==> config.mk <==
export PLATFORM = sky130hd
export DESIGN_NAME = device_access_whitelist
export DESIGN_NICKNAME = d
export VERILOG_FILES = /design/src/rtl/core/dawl_pkg.sv /design/src/rtl/core/dawl_cell.sv /design/src/rtl/core/device_access_whitelist.sv
export SDC_FILE = /design/constraint.sdc
export NUM_CORES = 2
export LEC_CHECK = 0
export ABC_AREA = 0
export BUFFER_PORTS_ARGS = -buffer_cell sky130_fd_sc_hd__buf_4
export CORE_UTILIZATION = 60
export CTS_CLUSTER_SIZE = 30
export DETAILED_ROUTE_END_ITERATION = 10
export PLACE_DENSITY = 0.82
export SETUP_SLACK_MARGIN = 0.2
export SLEW_MARGIN = 10
export SYNTH_ARGS = -nofsm -noshare
export SYNTH_HDL_FRONTEND = slang
export SYNTH_HIERARCHICAL = 1
export SYNTH_SLANG_ARGS = --single-unit
export TNS_END_PERCENT = 1
==> constraint.sdc <==
create_clock -name i_clk -period 13.85 [get_ports i_clk]
set_input_delay 1.385 -clock i_clk [delete_from_list [all_inputs] [get_ports i_clk]]
set_output_delay 1.385 -clock i_clk [all_outputs]
set_load 0.01 [all_outputs]
==> src/rtl/core/dawl_pkg.sv <==
`timescale 1ns / 1ps
`default_nettype none

package dawl_pkg;

    // request codes, in the encoding of the opcode port
    typedef enum logic [1:0] {
        OP_ALLOW = 2'd0,
        OP_DENY  = 2'd1,
        OP_CHECK = 2'd2,
        OP_BAD   = 2'd3
    } t_op;

    typedef enum logic [1:0] {
        ST_OK     = 2'd0,
        ST_DENIED = 2'd1,
        ST_FULL   = 2'd2,
        ST_BAD    = 2'd3
    } t_status;

    localparam logic [1:0] KIND_BLOCK = 2'd0;
    localparam logic [1:0] KIND_CHAR  = 2'd1;
    localparam logic [1:0] KIND_ALL   = 2'd2;
    localparam logic [1:0] KIND_BAD   = 2'd3;

    localparam logic [3:0] ACC_FULL   = 4'hF;

    typedef struct packed {
        t_op         op;
        logic [1:0]  dev_kind;
        logic [11:0] major_num;
        logic        major_any;
        logic [19:0] minor_num;
        logic        minor_any;
        logic [3:0]  access_bits;
    } t_req;

    // request plus what the walk has gathered so far
    typedef struct packed {
        t_req req;
        logic merged;
        logic hit;
        logic free_found;
    } t_tok;

endpackage

`default_nettype wire

==> src/rtl/core/dawl_cell.sv <==
`timescale 1ns / 1ps
`default_nettype none

module dawl_cell #(
    parameter int IDX_W = 4
) (
    input  wire logic             i_clk,
    input  wire logic             i_rst_n,
    input  wire logic             i_home,
    input  wire logic [IDX_W-1:0] i_idx,
    input  wire logic             i_tok_vld,
    input  wire dawl_pkg::t_tok   i_tok,
    input  wire logic [IDX_W-1:0] i_free_idx,
    input  wire logic             i_wr,
    input  wire dawl_pkg::t_req   i_wr_req,
    output logic                  o_tok_vld,
    output dawl_pkg::t_tok        o_tok,
    output logic [IDX_W-1:0]      o_free_idx
);

    logic        r_valid;
    logic [1:0]  r_type;
    logic [11:0] r_major;
    logic        r_major_wild;
    logic [19:0] r_minor;
    logic        r_minor_wild;
    logic [3:0]  r_access;

    logic        r_tok_vld;
    dawl_pkg::t_tok r_tok;
    logic [IDX_W-1:0] r_free_idx;

    dawl_pkg::t_tok   n_tok;
    logic [IDX_W-1:0] n_free_idx;
    logic [3:0]       n_access;
    logic             n_valid;

    logic exact_hit;
    logic deny_hit;
    logic check_hit;
    logic maj_eq;
    logic min_eq;

    assign maj_eq = (r_major == i_tok.req.major_num);
    assign min_eq = (r_minor == i_tok.req.minor_num);

    always_comb begin
        exact_hit = r_valid && (r_type == i_tok.req.dev_kind)
                 && (r_major_wild == i_tok.req.major_any)
                 && (r_minor_wild == i_tok.req.minor_any)
                 && (i_tok.req.major_any || maj_eq)
                 && (i_tok.req.minor_any || min_eq);
        deny_hit = r_valid && ((r_type == dawl_pkg::KIND_ALL)
                 || ((r_type == i_tok.req.dev_kind)
                     && (r_major_wild || (!i_tok.req.major_any && maj_eq))
                     && (r_minor_wild || (!i_tok.req.minor_any && min_eq))));
        check_hit = r_valid && ((r_type == dawl_pkg::KIND_ALL)
                 || ((r_type == i_tok.req.dev_kind)
                     && (r_major_wild || maj_eq)
                     && (r_minor_wild || min_eq)))
                 && ((i_tok.req.access_bits & ~r_access) == 4'd0);
    end

    always_comb begin
        n_tok      = i_tok;
        n_free_idx = i_free_idx;
        n_access   = r_access;
        n_valid    = r_valid;
        if (!r_valid && !i_tok.free_found) begin
            n_tok.free_found = 1'b1;
            n_free_idx       = i_idx;
        end
        case (i_tok.req.op)
            dawl_pkg::OP_ALLOW: begin
                if (exact_hit) begin
                    n_tok.merged = 1'b1;
                    n_access     = (r_access | i_tok.req.access_bits) & dawl_pkg::ACC_FULL;
                end
            end
            dawl_pkg::OP_DENY: begin
                if (deny_hit) begin
                    n_access = r_access & ~i_tok.req.access_bits & dawl_pkg::ACC_FULL;
                    n_valid  = (n_access != 4'd0);
                end
            end
            dawl_pkg::OP_CHECK: begin
                if (check_hit) begin
                    n_tok.hit = 1'b1;
                end
            end
            default: begin
            end
        endcase
    end

    // entry state; the home cell wakes up as the catch-all entry
    always_ff @(posedge i_clk) begin
        if (!i_rst_n) begin
            r_valid      <= i_home;
            r_type       <= dawl_pkg::KIND_ALL;
            r_major_wild <= 1'b1;
            r_minor_wild <= 1'b1;
            r_access     <= dawl_pkg::ACC_FULL;
        end else if (i_wr) begin
            r_valid      <= 1'b1;
            r_type       <= i_wr_req.dev_kind;
            r_major_wild <= i_wr_req.major_any;
            r_minor_wild <= i_wr_req.minor_any;
            r_access     <= i_wr_req.access_bits & dawl_pkg::ACC_FULL;
        end else if (i_tok_vld) begin
            r_valid  <= n_valid;
            r_access <= n_access;
        end
    end

    always_ff @(posedge i_clk) begin
        if (i_wr) begin
            r_major <= i_wr_req.major_any ? 12'd0 : i_wr_req.major_num;
            r_minor <= i_wr_req.minor_any ? 20'd0 : i_wr_req.minor_num;
        end
    end

    always_ff @(posedge i_clk) begin
        if (!i_rst_n) begin
            r_tok_vld <= 1'b0;
        end else begin
            r_tok_vld <= i_tok_vld;
        end
    end

    always_ff @(posedge i_clk) begin
        if (i_tok_vld) begin
            r_tok      <= n_tok;
            r_free_idx <= n_free_idx;
        end
    end

    assign o_tok_vld  = r_tok_vld;
    assign o_tok      = r_tok;
    assign o_free_idx = r_free_idx;

endmodule

`default_nettype wire

==> src/rtl/core/device_access_whitelist.sv <==
`timescale 1ns / 1ps
`default_nettype none

// channel | handshake                 | payload
// --------+---------------------------+------------------------------------------
// input   | i_in_valid / o_in_stall   | i_opcode i_dev_kind i_major_num
//         |                           | i_major_any i_minor_num i_minor_any
//         |                           | i_access_bits
// output  | o_out_valid / i_out_stall | o_status
//
// one word at a time: a request walks the row of ENTRIES entry cells, one cell
// per cycle, and the result is registered after the walk leaves the last cell
// the input stalls from acceptance until the result word is taken, so a new word
// is taken only once the last result word has left
// a new table entry is written in the cycle the walk leaves the last cell
// after reset only entry zero is in use (any device, all access bits)

module device_access_whitelist #(
    parameter int ENTRIES = 16
) (
    input  wire logic        i_clk,
    input  wire logic        i_rst_n,
    input  wire logic        i_in_valid,
    output logic             o_in_stall,
    input  wire logic [1:0]  i_opcode,
    input  wire logic [1:0]  i_dev_kind,
    input  wire logic [11:0] i_major_num,
    input  wire logic        i_major_any,
    input  wire logic [19:0] i_minor_num,
    input  wire logic        i_minor_any,
    input  wire logic [3:0]  i_access_bits,
    output logic             o_out_valid,
    input  wire logic        i_out_stall,
    output logic [1:0]       o_status
);

    localparam int IDX_W = (ENTRIES > 1) ? $clog2(ENTRIES) : 1;

    logic r_busy;
    logic r_out_vld;
    dawl_pkg::t_status r_status;
    dawl_pkg::t_status n_status;

    logic             in_acc;
    logic             out_acc;
    dawl_pkg::t_tok   n_head;
    logic [ENTRIES:0] tok_vld;
    dawl_pkg::t_tok   tok [ENTRIES+1];
    logic [IDX_W-1:0] fidx [ENTRIES+1];
    logic             do_append;

    logic           r_head_vld;
    dawl_pkg::t_tok r_head;

    assign in_acc  = i_in_valid && !r_busy;
    assign out_acc = r_out_vld && !i_out_stall;

    // request decode, bad codes marked, all-type rule widened to the catch-all form
    always_comb begin
        n_head.req.op          = dawl_pkg::t_op'(i_opcode);
        n_head.req.dev_kind    = i_dev_kind;
        n_head.req.major_num   = i_major_num;
        n_head.req.major_any   = i_major_any;
        n_head.req.minor_num   = i_minor_num;
        n_head.req.minor_any   = i_minor_any;
        n_head.req.access_bits = i_access_bits;
        n_head.merged          = 1'b0;
        n_head.free_found      = 1'b0;
        // a check of device zero is let through unless the request is marked bad
        n_head.hit             = (i_major_num == 12'd0) && (i_minor_num == 20'd0);
        if (i_dev_kind == dawl_pkg::KIND_BAD
                || (n_head.req.op == dawl_pkg::OP_CHECK
                    && i_dev_kind == dawl_pkg::KIND_ALL)) begin
            n_head.req.op = dawl_pkg::OP_BAD;
        end else if (i_dev_kind == dawl_pkg::KIND_ALL) begin
            n_head.req.major_any   = 1'b1;
            n_head.req.minor_any   = 1'b1;
            n_head.req.major_num   = 12'd0;
            n_head.req.minor_num   = 20'd0;
            n_head.req.access_bits = dawl_pkg::ACC_FULL;
        end
    end

    always_ff @(posedge i_clk) begin
        if (!i_rst_n) begin
            r_head_vld <= 1'b0;
        end else begin
            r_head_vld <= in_acc;
        end
    end

    always_ff @(posedge i_clk) begin
        if (in_acc) begin
            r_head <= n_head;
        end
    end

    assign tok_vld[0] = r_head_vld;
    assign tok[0]     = r_head;
    assign fidx[0]    = '0;

    assign do_append = tok_vld[ENTRIES] && (tok[ENTRIES].req.op == dawl_pkg::OP_ALLOW)
                    && !tok[ENTRIES].merged && tok[ENTRIES].free_found;

    for (genvar g = 0; g < ENTRIES; g++) begin : g_cell
        dawl_cell #(
            .IDX_W (IDX_W)
        ) u_cell (
            .i_clk      (i_clk),
            .i_rst_n    (i_rst_n),
            .i_home     (g == 0),
            .i_idx      (IDX_W'(g)),
            .i_tok_vld  (tok_vld[g]),
            .i_tok      (tok[g]),
            .i_free_idx (fidx[g]),
            .i_wr       (do_append && (fidx[ENTRIES] == IDX_W'(g))),
            .i_wr_req   (tok[ENTRIES].req),
            .o_tok_vld  (tok_vld[g+1]),
            .o_tok      (tok[g+1]),
            .o_free_idx (fidx[g+1])
        );
    end

    always_comb begin
        unique case (tok[ENTRIES].req.op)
            dawl_pkg::OP_ALLOW: begin
                n_status = (tok[ENTRIES].merged || tok[ENTRIES].free_found)
                         ? dawl_pkg::ST_OK : dawl_pkg::ST_FULL;
            end
            dawl_pkg::OP_DENY:  n_status = dawl_pkg::ST_OK;
            dawl_pkg::OP_CHECK: begin
                n_status = tok[ENTRIES].hit ? dawl_pkg::ST_OK : dawl_pkg::ST_DENIED;
            end
            default:            n_status = dawl_pkg::ST_BAD;
        endcase
    end

    always_ff @(posedge i_clk) begin
        if (!i_rst_n) begin
            r_busy    <= 1'b0;
            r_out_vld <= 1'b0;
        end else begin
            if (in_acc) begin
                r_busy <= 1'b1;
            end else if (out_acc) begin
                r_busy <= 1'b0;
            end
            if (tok_vld[ENTRIES]) begin
                r_out_vld <= 1'b1;
            end else if (out_acc) begin
                r_out_vld <= 1'b0;
            end
        end
    end

    always_ff @(posedge i_clk) begin
        if (tok_vld[ENTRIES]) begin
            r_status <= n_status;
        end
    end

    assign o_in_stall  = r_busy;
    assign o_out_valid = r_out_vld;
    assign o_status    = r_status;

endmodule

`default_nettype wire

==> impl_metrics.ini <==
[global_route]
antenna_found_initial = 0
grt_pass1_vias = 34300
grt_pass1_wl_um = 183000
track_usage_pct = 22.6
grt_max_degree = 121
overflow = 0

[synthesis]
yosys.area.top_type_share_pct = 66.4
synth_edf_count = 1357
synth.avg_cell_area_sq_um = 14.9
ys_seq_elements = 1504
async_reset_ff_share_pct = 0
syn_inst = 4130
ys_types = 43
syn-cell-area_sq_um = 61400
synth_area_leader_cell = edfxtp_1
yosys-top-cells-area = edfxtp_1 (66%), xnor2_1 (7.3%), nor2b_1 (5.6%)
synth-main-ff-cell = edfxtp_1
yosysWarningCount = 6
synth.yosys.seq_area_share_pct = 71.2

[clock_network]
postCtsSetupRepairBufs = 0
cts_made_buffers = 149
insertion_delay_ns = 0.75
cts_tree = done
cts_sinks = 1504
holdBufCountCts = 0
cts_max_level = 4
clock_path_buffers = 3
ctsRootBufferMaster = clkbuf_16
path_clk_slew_ns = 0.07
ctsResizeCount = 0

[pwr]
ir_drop_v = 0.000128
powerDensity_nw_per_um2 = 130
leakage_nw = 22.4

[routing]
ant_nets = 0
vias = 33400
drt_pre_antenna_iters = 6
drcViolationCount = 0
wire_per_inst_um = 19.6
viasPerCell = 5.71
drt_iter0_markers = 2623
wirelength_um = 115000

[place]
dpl.cell_count = 5576
gp_congestion = 0.859
dp.final_hpwl_um = 77300
port_buffers = 49

[critical_path]
ff2ff_path_depth = 4
critPathMaxFanout = 120
worstSetupEndpointType = flop
critPathMostFrequentCell = buf_4
cp_cell_sequence = buf_4, buf_4, buf_4, nor2b_1
critPathLaunchType = flop
max_stage_delay_ns = 1.05
slowest_stage = buf_4
path_delay_family = buffers and inverters
critPathKind = reg -> reg
worst-path-buf-inv = 3
cp.depth = 4
crit_required_ns = 14.30
cp_data_arrival_time_ns = 4.87

[timing]
period_needed_ns = 4.42
post-route-period-util_pct = 31.9
max_slew_margin_pct = 18.6
rsz0062_at_grt = no
finalSetupViolations = 0
tightest_slew_ns = 1.22
setup_tns_ns = 0
timing.fmax_ghz = 0.226
finalMaxSlewViolations = 0
clock_skew_ns = 0.0152
finalHoldViolCount = 0

[hold_path]
hp-class = reg -> reg
hold_depth = 0

[layout]
syn2layout_area_growth_pct = 11.8
layout-drive-gt1-share_pct = 10.6
num_antenna_cells = 0
instances_no_fill = 5851
fin_nets = 4417

[die]
die_h_um = 322
die-area_sq_um = 104000
coreArea_sq_um = 101000
die_w_um = 322
start_util_pct = 60.9
io-pin-count = 50
rows = 116

[flow_run]
max_cap_violations = 0

[run_status]
status = finished clean
[worst reg2reg max path, delay by kind of cell, from the launching register on]
family,cells,cell delay [ns]
and+or+nand+nor,1,0.25
DFF,1,0.87
buffers and inverters,3,3.01
[worst paths after layout]
path	start	endpoint	slack (ns)
worst max-delay path	g_cell[15].u_cell/o_tok[7]	g_cell[3].u_cell/r_minor[10]	9.43
worst min-delay path	g_cell[13].u_cell/o_tok[37]	g_cell[14].u_cell/o_tok[37]	0.46
worst max register to register	g_cell[15].u_cell/o_tok[7]	g_cell[3].u_cell/r_minor[10]	9.43
worst min register to register	g_cell[13].u_cell/o_tok[37]	g_cell[14].u_cell/o_tok[37]	0.46
[layer usage]
| layer | wire length (um) | vias up | track usage, % |
|---|---|---|---|
| met4 | 4120 | 0 | 9.49 |
| met3 | 6490 | 254 | 3.60 |
| met5 | 0 | - | 0 |
| met2 | 58800 | 1150 | 39.6 |
| met1 | 45200 | 16400 | 27.7 |
| li1 | - | 15700 | - |
[where the power goes]
group / internal (mW) / leakage, nW / switching, mW
Sequential: 4.92 / 13.6 / 0.0209
Clock: 2.19 / 2.29 / 1.66
Combinational: 0.0448 / 6.51 / 0.0612
[metrics by stage]
| stage | util (%) | hold WS [ns] | worst slack [ns] | power (mW) | instance area [sq um] |
|---|---|---|---|---|---|
| after floorplan | - | 0.441 | 9.33 | 5.10 | 61700 |
| after global placement | 63.4 | 0.452 | 9.82 | 5.13 | 63900 |
| after detailed placement | 63.4 | 0.457 | 9.57 | 5.14 | 63900 |
| after CTS | 68.1 | 0.462 | 9.52 | 8.97 | 68600 |
| after global routing | 68.1 | 0.474 | 9.12 | 9.15 | 68600 |
| final | 68.1 | 0.461 | 9.43 | 8.90 | 68600 |
[sequential cells by signal, indices dropped and copies added, names as in the netlist, named ones only]
signal,cells
g_cell.u_cell/r_minor,320
g_cell.u_cell/r_minor_wild,16
g_cell.u_cell/r_major,192
g_cell.u_cell/o_tok_vld,16
o_out_valid,1
g_cell.u_cell/r_type,32
g_cell.u_cell/o_free_idx,64
g_cell.u_cell/o_tok,720
o_in_stall,1
o_status,2
r_head_vld,1
g_cell.u_cell/r_major_wild,16
g_cell.u_cell/r_valid,16
r_head,43
[Yosys cell counts, types with 2 or more instances]
library cell  instances
a211o_1              16
a21boi_0             49
a21o_1               18
a21oi_1              65
a21oi_2              16
a222oi_1             16
a22oi_1              64
a31o_2               32
a31oi_1              33
a41oi_1              16
and2_1               65
and3_1               80
buf_1                16
clkbuf_1             67
conb_1                2
dfxtp_1             147
edfxtp_1           1357
inv_1               146
mux2_2               64
mux2i_1              32
nand2_1             129
nand2b_1             26
nand3_1              34
nand4_1             178
nor2_1              109
nor2b_1             547
nor3_1               99
nor3_2               17
nor4_1               26
o211ai_1             32
o21ai_0               2
o22ai_1              32
o31a_1               16
o31ai_4              16
o41ai_1              16
xnor2_1             512
xor2_1               32
[cells in the final DEF (no fill, tap or decap), drive strengths merged, types with 33 or more instances in the layout]
| cell type | instances |
|---|---|
| and2 | 65 |
| nor2 | 109 |
| nand3 | 34 |
| xnor2 | 512 |
| nor3 | 116 |
| a31oi | 33 |
| a22oi | 64 |
| nand2 | 129 |
| mux2 | 64 |
| clkinv | 54 |
| dfxtp | 147 |
| inv | 155 |
| nor2b | 547 |
| a21boi | 49 |
| buf | 89 |
| clkbuf | 199 |
| nand4 | 178 |
| a21oi | 81 |
| edfxtp | 1357 |
| and3 | 80 |
| conb | 87 |
[area by class of cell]
type / count / area, sq um
Sequential cell: 1504 / 43700
Fill cell: 6549 / 32100
Multi-Input combinational cell: 2481 / 17200
Clock buffer: 199 / 4030
Tap cell: 1357 / 1700
Clock inverter: 75 / 681
Timing Repair Buffer: 89 / 676
Inverter: 146 / 548
[cells by family after synthesis]
group	count (synthesis)	share of synthesized area, %
buffers and inverters	230	1.41
muxes	96	1.70
and+or+nand+nor	1315	12.3
other	2	0.0122
AOI/OAI and AO/OA	439	5.62
DFF	1504	71.2
xor gates and xnor gates	544	7.76
(Power assumes the default switching activity.)
